`config.mk`:
```
export PLATFORM = sky130hd
export DESIGN_NAME = bpa_ram
export DESIGN_NICKNAME = d
export VERILOG_FILES = /design/src/sv/bpa_ram.sv
export SDC_FILE = /design/constraint.sdc
export NUM_CORES = 1
export LEC_CHECK = 0
export ABC_CLOCK_PERIOD_IN_PS = 1910
export BUFFER_PORTS_ARGS = -buffer_cell sky130_fd_sc_hd__buf_2
export CAP_MARGIN = 5
export CORE_ASPECT_RATIO = 0.75
export CORE_MARGIN = 2
export CORE_UTILIZATION = 40
export DETAILED_ROUTE_END_ITERATION = 7
export PLACE_DENSITY_LB_ADDON = 0.12
export SLEW_MARGIN = 20
export SYNTH_ARGS = -nofsm -noshare
export SYNTH_HDL_FRONTEND = slang
export SYNTH_SLANG_ARGS = --single-unit
```
`constraint.sdc`:
```
create_clock -name clock -period 1.91 [get_ports clock]
set_input_delay 0.191 -clock clock [delete_from_list [all_inputs] [get_ports clock]]
set_output_delay 0.191 -clock clock [all_outputs]
set_load 0.03 [all_outputs]
```
`src/sv/bpa_ram.sv`:
```
module bpa_ram #(
   parameter int WIDTH = 8,
   parameter int DEPTH = 16
) (
   input  logic                     clock,
   input  logic                     we,
   input  logic [$clog2(DEPTH)-1:0] waddr,
   input  logic [WIDTH-1:0]         wdata,
   input  logic [$clog2(DEPTH)-1:0] raddr,
   output logic [WIDTH-1:0]         rdata
);
   logic [WIDTH-1:0] mem [DEPTH];
   logic [WIDTH-1:0] rdata_ff;

   // one write port, one registered read port
   always_ff @(posedge clock) begin
      if (we) mem[waddr] <= wdata;
      rdata_ff <= mem[raddr];
   end
   assign rdata = rdata_ff;
endmodule

```
==> results of run 1 <==
==> Yosys cell counts (2+ instances only) <==
master,number
mux4_2,18
buf_2,3
nand3b_1,2
nor2_1,13
buf_6,3
nand2_1,9
edfxtp_1,128
nand2b_1,2
a22oi_1,16
mux4_1,14
dfxtp_1,8
nor3_1,4
clkdlybuf4s25_2,3
==> final timing paths <==
check / startpoint / endpoint / depth (start not counted)
setup reg to reg: mem[3][4] / rdata[4] / 3
setup / recovery: mem[3][4] / rdata[4] / 3
hold / removal: wdata[1] / mem[4][1] / 1
hold reg to reg: mem[11][3] / rdata[3] / 3
==> layout make-up <==
class,count,share of cell area [%]
Sequential cell,136,65.2
Clock buffer,21,7.33
Timing Repair Buffer,49,5.17
Clock inverter,11,1.73
Multi-Input combinational cell,83,17.2
Tap cell,166,3.38
==> cell usage in the layout (no fill, tap or decap) <==
cell type   instances
nor2b_1             1
or3b_2              1
edfxtp_1          128
clkbuf_16          17
mux4_1             14
buf_2              25
and2_1              1
nor3_1              4
buf_4              23
nand3_1             1
nor2_1             13
clkinvlp_4          2
nand2b_1            2
dfxtp_1             8
nand2_1             9
clkinv_1            3
nand3b_1            2
clkinv_2            4
clkbuf_1            3
and2b_1             1
clkbuf_8            1
mux4_2             18
buf_12              1
bufinv_16           2
a22oi_1            16
==> per-stage QoR <==
| stage | hold WS (ns) | std cells | worst slack [ns] | cell area [sq um] |
|---|---|---|---|---|
| 5_1_grt | 0.167 | 466 | 0.497 | 6140 |
| 3_3_place_gp | 0.589 | 434 | 0.204 | 5590 |
| 2_1_floorplan | 0.290 | 229 | 0.226 | 5150 |
| 3_5_place_dp | 0.603 | 434 | 0.209 | 5590 |
| 4_1_cts | 0.167 | 466 | 0.543 | 6140 |
| 6_report | 0.170 | 466 | 0.551 | 6140 |
==> registers in the layout, indices dropped and copies added, names as in the netlist <==
signal / flops
rdata: 8
mem: 128
==> metal layers <==
metal	vias up	track usage, %
met5	-	0
met4	0	6.73
met3	11	4.07
met2	41	27.0
met1	1296	22.3
li1	1090	-
==> worst max-delay path, stage by stage (launching register included) <==
cell and delay, ns:
edfxtp_1 0.35, mux4_2 0.48, a22oi_1 0.31, nand2_1 0.09
==> power by group <==
group	switching (W)	internal, W
combinational	0.000215	0.000138
clock	0.00114	0.00193
sequential	0.0000220	0.00334
total	0.00138	0.00541
==> cell families after synthesis <==
| family | after synthesis | share of synthesized area [%] |
|---|---|---|
| compound gates | 16 | 2.33 |
| mux | 32 | 15.0 |
| flops | 136 | 77.8 |
| buf+inv | 10 | 1.68 |
| simple gates | 35 | 3.18 |
==> results.py, run 1 <==
metrics = {
    "status": {
        "outcome": "completed",
    },
    "timing": {
        "report.final.hold_viol_count": 0,
        "clock_skew_ns": 0.00677,
        "finalCritPeriodShare_pct": 71.1,
        "drv_slew": 0,
        "worstMarginPinSlew_ns": 0.408,
        "setup_tns_ns": 0,
        "setup_viol": 0,
        "fin_crit_ns": 1.36,
        "rsz0062_at_grt": "false",
        "max_freq_ghz": 0.736,
        "timing.slew.headroom_pct": 72.8,
    },
    "floorplanning": {
        "start_util_pct": 41.4,
        "rows": 35,
        "die_area_sq_um": 13800,
        "dieWidth_microns": 135,
        "die_h_microns": 102,
        "core-area_sq_um": 12400,
        "io_pins": 26,
    },
    "detailed_routing": {
        "route.detailed.drc": 0,
        "vias_per_cell": 5.23,
        "dr.max_layer_used": "met4",
        "wl_met3_microns": 402,
        "routedLengthMet1_mm": 4.88,
        "first_pass_iters": 5,
        "wl_per_cell_microns": 22.6,
        "wl_met2_mm": 5.11,
        "drtAntennaViolNets": 0,
        "finalWirelength_mm": 10.5,
        "vias": 2438,
        "drt_iter0_drc": 213,
    },
    "hold_path": {
        "hold_path.class": "input port to register",
    },
    "power_and_ir_drop": {
        "finalPower_w": 0.00678,
        "powerDensity_nw_per_um2": 1100,
        "leakage_nw": 2.09,
        "ir_drop_v": 0.000619,
    },
    "synth": {
        "seq_area_frac_synth_pct": 77.8,
        "synth_top_cell_by_area": "edfxtp_1",
        "async_flop_share_pct": 0,
        "synthFlopType": "edfxtp_1",
        "synth_edf_count": 128,
        "synth.avg_cell_area_sq_um": 22.5,
        "ys_top_cells_by_area": "edfxtp_1 (75%), mux4_2 (7.9%), mux4_1 (7.1%)",
        "ys_warn_count": 0,
        "syn_inst": 229,
        "synthDistinctLibCells": 19,
        "synth_top_area_share_pct": 74.7,
        "ys_seq_elements": 136,
        "synth_nets": 247,
        "netlist_area_sq_um": 5150,
    },
    "cts": {
        "post_cts_resized": 0,
        "cts_root_buf": "clkbuf_16",
        "worstSkewPairLatency_ns": 0.41,
        "cts_hold_repair.buffers": 0,
        "cts_buffers": 17,
        "cts_sinks": 136,
        "path_clk_slew_ns": 0.06,
        "clock_path_buffers": 2,
        "tritoncts": "built",
        "htree_levels": 4,
        "postCtsSetupBuffers": 0,
    },
    "grt": {
        "grt_max_degree": 19,
        "antenna_found_initial": 0,
        "overflow": 0,
        "grt_pass1_wl_mm": 15.8,
        "grt_pass1_vias": 2483,
        "grtUsageTotal_pct": 16.8,
    },
    "critical_path": {
        "reg2reg_setup_slack_ns": 0.55,
        "end_kind": "register",
        "worstPathMaxFanout": 1,
        "critPathKind": "register to register",
        "required_ns": 2.20,
        "cp.arrival_ns": 1.65,
        "start_kind": "register",
    },
    "final_layout": {
        "final_layout_size_suffix_gt1_share_pct": 31.3,
        "multi_input_area_sq_um": 1060,
        "num_antenna_cells": 0,
        "seqCellArea_sq_um": 4000,
        "areaGrowthSynthToFinish_pct": 19.3,
        "fillers": 1050,
        "final_nets": 305,
        "final_core_util_pct": 49.4,
    },
    "placement": {
        "dp_hpwl_mm": 6.66,
        "place.gp.congestion": 0.701,
        "placement.io_buffers": 25,
    },
    "job": {
        "drv_cap": 0,
    },
}
Power figures use the tool's default switching activity.
==> inputs of run 2 (changes only) <==
--- a/config.mk
+++ b/config.mk
@@ -5,7 +5,7 @@
 export SDC_FILE = /design/constraint.sdc
 export NUM_CORES = 1
 export LEC_CHECK = 0
-export ABC_CLOCK_PERIOD_IN_PS = 1910
+export ABC_CLOCK_PERIOD_IN_PS = 1200
 export BUFFER_PORTS_ARGS = -buffer_cell sky130_fd_sc_hd__buf_2
 export CAP_MARGIN = 5
 export CORE_ASPECT_RATIO = 0.75
==> constraint.sdc (replaced) <==
create_clock -name clock -period 1.2 [get_ports clock]
set_input_delay 0.12 -clock clock [delete_from_list [all_inputs] [get_ports clock]]
set_output_delay 0.12 -clock clock [all_outputs]
set_load 0.03 [all_outputs]
==> run 2 against run 1 <==
  * The flow now finishes with violations (setup timing)
  * Combinational power increased by 79%
  * Sequential cell count unchanged
  * Cell count increased by 1.7%
  * Clock skew decreased by 0.0010 ns
  * Utilization increased by 1.9 points
  * Sequential share of layout area decreased by 2.5 points
  * Cell area increased by 3.9%
  * Sequential power increased by 59%
  * Global-route usage increased by 0.19 points
  * Clock power increased by 67%
  * Via count increased by 0.25%
  * Critical path type unchanged
  * Critical endpoint is now rdata[5]
==> results.py, run 2 (synthesis gave the netlist of run 1 again) <==
metrics = {
    "status": {
        "outcome": "finished, violations left",
        "violations": "setup timing",
    },
    "final_layout": {
        "largest_reg_flops": 128,
        "final_common_cell": "edfxtp_1",
        "layout_common_cells": "edfxtp_1 (128), mux4_2 (30), buf_2 (25), buf_4 (22), clkbuf_16 (17)",
        "num_antenna_cells": 0,
        "areaGrowthSynthToFinish_pct": 24.0,
        "largest_register": "mem",
        "final_nets": 313,
        "fillers": 1031,
        "final_core_util_pct": 51.3,
        "final_layout_size_suffix_gt1_share_pct": 43.2,
        "final_area_sq_um": 6380,
    },
    "job": {
        "drv_cap": 0,
    },
    "detailed_routing": {
        "first_pass_iters": 4,
        "wl_per_cell_microns": 22.3,
        "vias_per_cell": 5.16,
        "finalWirelength_mm": 10.6,
        "vias": 2444,
        "drt_iter0_drc": 188,
        "drtAntennaViolNets": 0,
        "route.detailed.drc": 0,
    },
    "power_and_ir_drop": {
        "ir_drop_v": 0.000904,
        "powerDensity_nw_per_um2": 1740,
        "finalPower_w": 0.0111,
        "leakage_nw": 2.14,
    },
    "critical_path": {
        "rr_startpoint": "mem[11][5]",
        "required_ns": 1.49,
        "r2r-end": "rdata[5]",
        "crit_chain": "mux4_2, a22oi_2, nand2_1",
        "reg2reg_setup_slack_ns": -0.06,
        "end_kind": "register",
        "worstPathMaxFanout": 1,
        "cp_slowest_stage_delay_ns": 0.49,
        "slowest_stage": "mux4_2",
        "cp.arrival_ns": 1.55,
        "critPathKind": "register to register",
        "reg2regPathDepth": 3,
        "start_kind": "register",
    },
    "cts": {
        "tritoncts": "built",
        "cts_hold_repair.buffers": 0,
        "clock_path_buffers": 2,
        "path_clk_slew_ns": 0.06,
        "cts_root_buf": "clkbuf_16",
        "cts_buffers": 17,
        "htree_levels": 4,
        "worstSkewPairLatency_ns": 0.41,
        "cts_sinks": 136,
    },
    "grt": {
        "grt_pass1_wl_mm": 15.9,
        "overflow": 0,
        "grt_pass1_vias": 2461,
        "antenna_found_initial": 0,
        "grt_max_degree": 18,
        "grtUsageTotal_pct": 16.9,
    },
    "floorplanning": {
        "die_h_microns": 102,
        "start_util_pct": 41.4,
        "core-area_sq_um": 12400,
        "io_pins": 26,
        "rows": 35,
        "die_area_sq_um": 13800,
        "dieWidth_microns": 135,
    },
    "placement": {
        "placement.io_buffers": 25,
        "dp_hpwl_mm": 7.13,
        "placed_area_sq_um": 5780,
        "place.gp.congestion": 0.726,
        "pre_cts_slack_ns": -0.383,
    },
    "hold_path": {
        "min_to": "mem[5][3]",
        "worstHoldStart": "wdata[3]",
        "hold_depth": 1,
        "hold_path.class": "input port to register",
    },
    "timing": {
        "setup_viol": 8,
        "max_freq_ghz": 0.793,
        "fin_crit_ns": 1.26,
        "setup_tns_ns": -0.255,
        "fin_ws_ns": -0.0611,
        "clock_skew_ns": 0.00573,
        "rsz0062_at_grt": "true",
        "worstMarginPinSlew_ns": 1.01,
        "timing.slew.headroom_pct": 32.5,
        "finalCritPeriodShare_pct": 105,
        "drv_slew": 0,
        "report.final.hold_viol_count": 0,
    },
}
run 2: worst max-delay path by stage:
stage               cells past startpoint        from       end
floorplan                               5    raddr[0]  rdata[1]
global placement                        6    raddr[0]  rdata[1]
detailed placement                      6    raddr[0]  rdata[1]
CTS                                     3  mem[11][5]  rdata[5]
global route                            3   mem[8][5]  rdata[5]
finish                                  3  mem[11][5]  rdata[5]
run 2: layout make-up:
cell class	count	area, sq um	area share [%]
sequential	136	4000	62.7
multi-input combinational	83	1090	17.1
timing repair buffer	57	490	7.68
clock buffer	19	433	6.78
tap	166	208	3.25
clock inverter	13	155	2.43
run 2: critical path: cells and delay by family (launching register included):
family             cells  cell delay, ns
AOI/OAI and AO/OA      1            0.22
DFF                    1            0.36
muxes                  1            0.49
and+or+nand+nor        1            0.07
run 2: through the flow:
step | cells | hold WS [ns]
2_1_floorplan | 229 | 0.219
3_3_place_gp | 442 | 0.513
3_5_place_dp | 442 | 0.522
4_1_cts | 474 | 0.0871
5_1_grt | 474 | 0.106
6_report | 474 | 0.0980
run 2: repair_timing:
item / in CTS / in global routing
gates resized for setup: 15 / 2
pin swaps: 7 / 4
gates cloned: 0 / 0
buffers inserted: 0 / 0
setup endpoints to repair: 8 / 8
run 2: per-layer routing:
metal  global-route usage (%)  part of all wire, %  vias up
li1                         -                    -     1093
met1                     25.8                   50     1287
met2                     24.0                   44       52
met3                     3.87                  4.6       12
met4                     6.25                  1.3        0
met5                        0                    0        -
run 2: where the power goes:
group / total [W] / leakage (nW) / switching (W) / internal [W]
clock network: 0.00514 / 0.284 / 0.00189 / 0.00325
registers: 0.00535 / 1.22 / 0.0000365 / 0.00531
logic: 0.000633 / 0.636 / 0.000363 / 0.000270
total: 0.0111 / 2.14 / 0.00229 / 0.00883
==> inputs of run 3 (changes only) <==
--- a/config.mk
+++ b/config.mk
@@ -5,7 +5,7 @@
 export SDC_FILE = /design/constraint.sdc
 export NUM_CORES = 1
 export LEC_CHECK = 0
-export ABC_CLOCK_PERIOD_IN_PS = 1200
+export ABC_CLOCK_PERIOD_IN_PS = 1500
 export BUFFER_PORTS_ARGS = -buffer_cell sky130_fd_sc_hd__buf_2
 export CAP_MARGIN = 5
 export CORE_ASPECT_RATIO = 0.75
@@ -13,6 +13,7 @@
 export CORE_UTILIZATION = 40
 export DETAILED_ROUTE_END_ITERATION = 7
 export PLACE_DENSITY_LB_ADDON = 0.12
+export SKIP_CTS_REPAIR_TIMING = 1
 export SLEW_MARGIN = 20
 export SYNTH_ARGS = -nofsm -noshare
 export SYNTH_HDL_FRONTEND = slang
==> constraint.sdc (replaced) <==
create_clock -name clock -period 1.5 [get_ports clock]
set_input_delay 0.15 -clock clock [delete_from_list [all_inputs] [get_ports clock]]
set_output_delay 0.15 -clock clock [all_outputs]
set_load 0.03 [all_outputs]
==> run 3 against run 2 <==
  * First-iteration DRC count shrank 6.4%
  * Cell area shrank 1.1%
  * Largest power group is now the clock network
  * Cell count shrank 0.21%
  * The run now ends clean
  * Largest cell class unchanged
  * Setup slack gained 0.20 ns
  * Critical path depth is the same
  * Clock skew grew 0.0022 ns
  * Sequential share of layout area grew 0.70 points
==> results.py, run 3 (synthesis gave the netlist of run 1 again) <==
metrics = {
    "status": {
        "outcome": "completed",
    },
    "grt": {
        "grt_pass1_vias": 2498,
        "grt_pass1_wl_mm": 16.0,
        "antenna_found_initial": 0,
        "overflow": 0,
        "grt_max_degree": 20,
        "grtUsageTotal_pct": 17.1,
    },
    "cts": {
        "tritoncts": "built",
        "worstSkewPairLatency_ns": 0.41,
        "htree_levels": 4,
        "cts_sinks": 136,
        "cts_buffers": 17,
        "path_clk_slew_ns": 0.06,
        "cts_root_buf": "clkbuf_16",
        "clock_path_buffers": 2,
    },
    "hold_path": {
        "hold_path.class": "input port to register",
        "worstHoldStart": "wdata[3]",
        "min_to": "mem[2][3]",
        "hold_depth": 1,
    },
    "timing": {
        "fin_crit_ns": 1.36,
        "setup_tns_ns": 0,
        "worstMarginPinSlew_ns": 0.790,
        "drv_slew": 0,
        "max_freq_ghz": 0.736,
        "rsz0062_at_grt": "false",
        "timing.slew.headroom_pct": 47.2,
        "finalCritPeriodShare_pct": 90.5,
        "setup_viol": 0,
        "clock_skew_ns": 0.00792,
        "report.final.hold_viol_count": 0,
    },
    "final_layout": {
        "layout_common_cells": "edfxtp_1 (128), buf_4 (28), buf_2 (25), mux4_2 (18), clkbuf_16 (17)",
        "final_common_cell": "edfxtp_1",
        "multi_input_area_sq_um": 1060,
        "largest_register": "mem",
        "num_antenna_cells": 0,
        "largest_reg_flops": 128,
        "final_nets": 312,
        "fillers": 1026,
        "seqCellArea_sq_um": 4000,
        "instances_no_fill": 473,
        "final_layout_size_suffix_gt1_share_pct": 34.2,
        "areaGrowthSynthToFinish_pct": 22.7,
    },
    "critical_path": {
        "r2r-end": "rdata[6]",
        "cp.arrival_ns": 1.62,
        "reg2reg_setup_slack_ns": 0.14,
        "rr_startpoint": "mem[3][6]",
        "reg2regPathDepth": 3,
        "start_kind": "register",
        "critPathKind": "register to register",
        "required_ns": 1.76,
        "worstPathMaxFanout": 1,
        "end_kind": "register",
    },
    "placement": {
        "placed_cells": 441,
        "placement.io_buffers": 25,
        "dp_hpwl_mm": 6.97,
        "place.gp.congestion": 0.742,
    },
    "detailed_routing": {
        "vias_per_cell": 5.25,
        "wl_per_cell_microns": 22.6,
        "finalWirelength_mm": 10.7,
        "drtAntennaViolNets": 0,
        "first_pass_iters": 4,
        "drt_iter0_drc": 176,
        "vias": 2484,
        "route.detailed.drc": 0,
    },
    "floorplanning": {
        "core-area_sq_um": 12400,
        "dieWidth_microns": 135,
        "die_area_sq_um": 13800,
        "rows": 35,
        "io_pins": 26,
        "start_util_pct": 41.4,
        "die_h_microns": 102,
    },
    "power_and_ir_drop": {
        "powerDensity_nw_per_um2": 1460,
        "leakage_nw": 2.18,
        "ir_drop_v": 0.000826,
    },
    "job": {
        "drv_cap": 0,
    },
}
-- run 3: cell count changes in the layout (fill, tap and decap cells not counted), sizes merged --
cell      delta
clkinvlp     -1
buf          -1
clkinv       -1
bufinv       +2
-- run 3: how the worst max path moves through the flow --
stage                     startpoint   endpoint  slack, ns
after floorplan             waddr[2]  mem[3][0]       0.08
after global placement      raddr[0]   rdata[0]      -0.15
after detailed placement    raddr[0]   rdata[0]      -0.19
after CTS                  mem[0][6]   rdata[6]       0.14
after global routing       mem[0][6]   rdata[6]       0.09
final                      mem[3][6]   rdata[6]       0.14
-- run 3: metrics by stage --
| step | setup WS [ns] | util [%] | area (sq um) | total power (W) | hold WS, ns |
|---|---|---|---|---|---|
| 2_1_floorplan | 0.0839 | - | 5150 | 0.00461 | 0.249 |
| 3_3_place_gp | -0.151 | 45.6 | 5670 | 0.00482 | 0.547 |
| 3_5_place_dp | -0.194 | 45.6 | 5670 | 0.00483 | 0.555 |
| 4_1_cts | 0.143 | 50.8 | 6310 | 0.00929 | 0.117 |
| 5_1_grt | 0.0937 | 50.8 | 6310 | 0.00950 | 0.130 |
| 6_report | 0.142 | 50.8 | 6310 | 0.00921 | 0.132 |
-- run 3: routing by layer --
layer  global-route usage, %  part of all wire, %  vias to the layer above
li1                        -                    -                     1105
met5                       0                    0                        -
met4                    6.73                 0.20                        0
met3                    4.46                  3.6                        2
met2                    24.8                   47                       51
met1                    24.9                   50                     1326
-- run 3: layout make-up --
cell class | count | area share (%)
timing repair buffer | 56 | 6.26
multi-input combinational | 83 | 16.8
clock inverter | 13 | 3.19
tap | 166 | 3.29
sequential | 136 | 63.4
clock buffer | 19 | 7.02
-- run 3: critical path, cell delays in order (launching register included) --
cell      delay [ns]
edfxtp_1        0.36
mux4_2          0.47
a22oi_1         0.24
nand2_1         0.15
-- run 3: where the power goes --
group | switching (W) | leakage [nW] | internal [W] | total (W)
logic | 0.000281 | 0.648 | 0.000187 | 0.000468
registers | 0.0000244 | 1.22 | 0.00425 | 0.00427
clock network | 0.00148 | 0.312 | 0.00298 | 0.00446
total | 0.00179 | 2.18 | 0.00742 | 0.00921
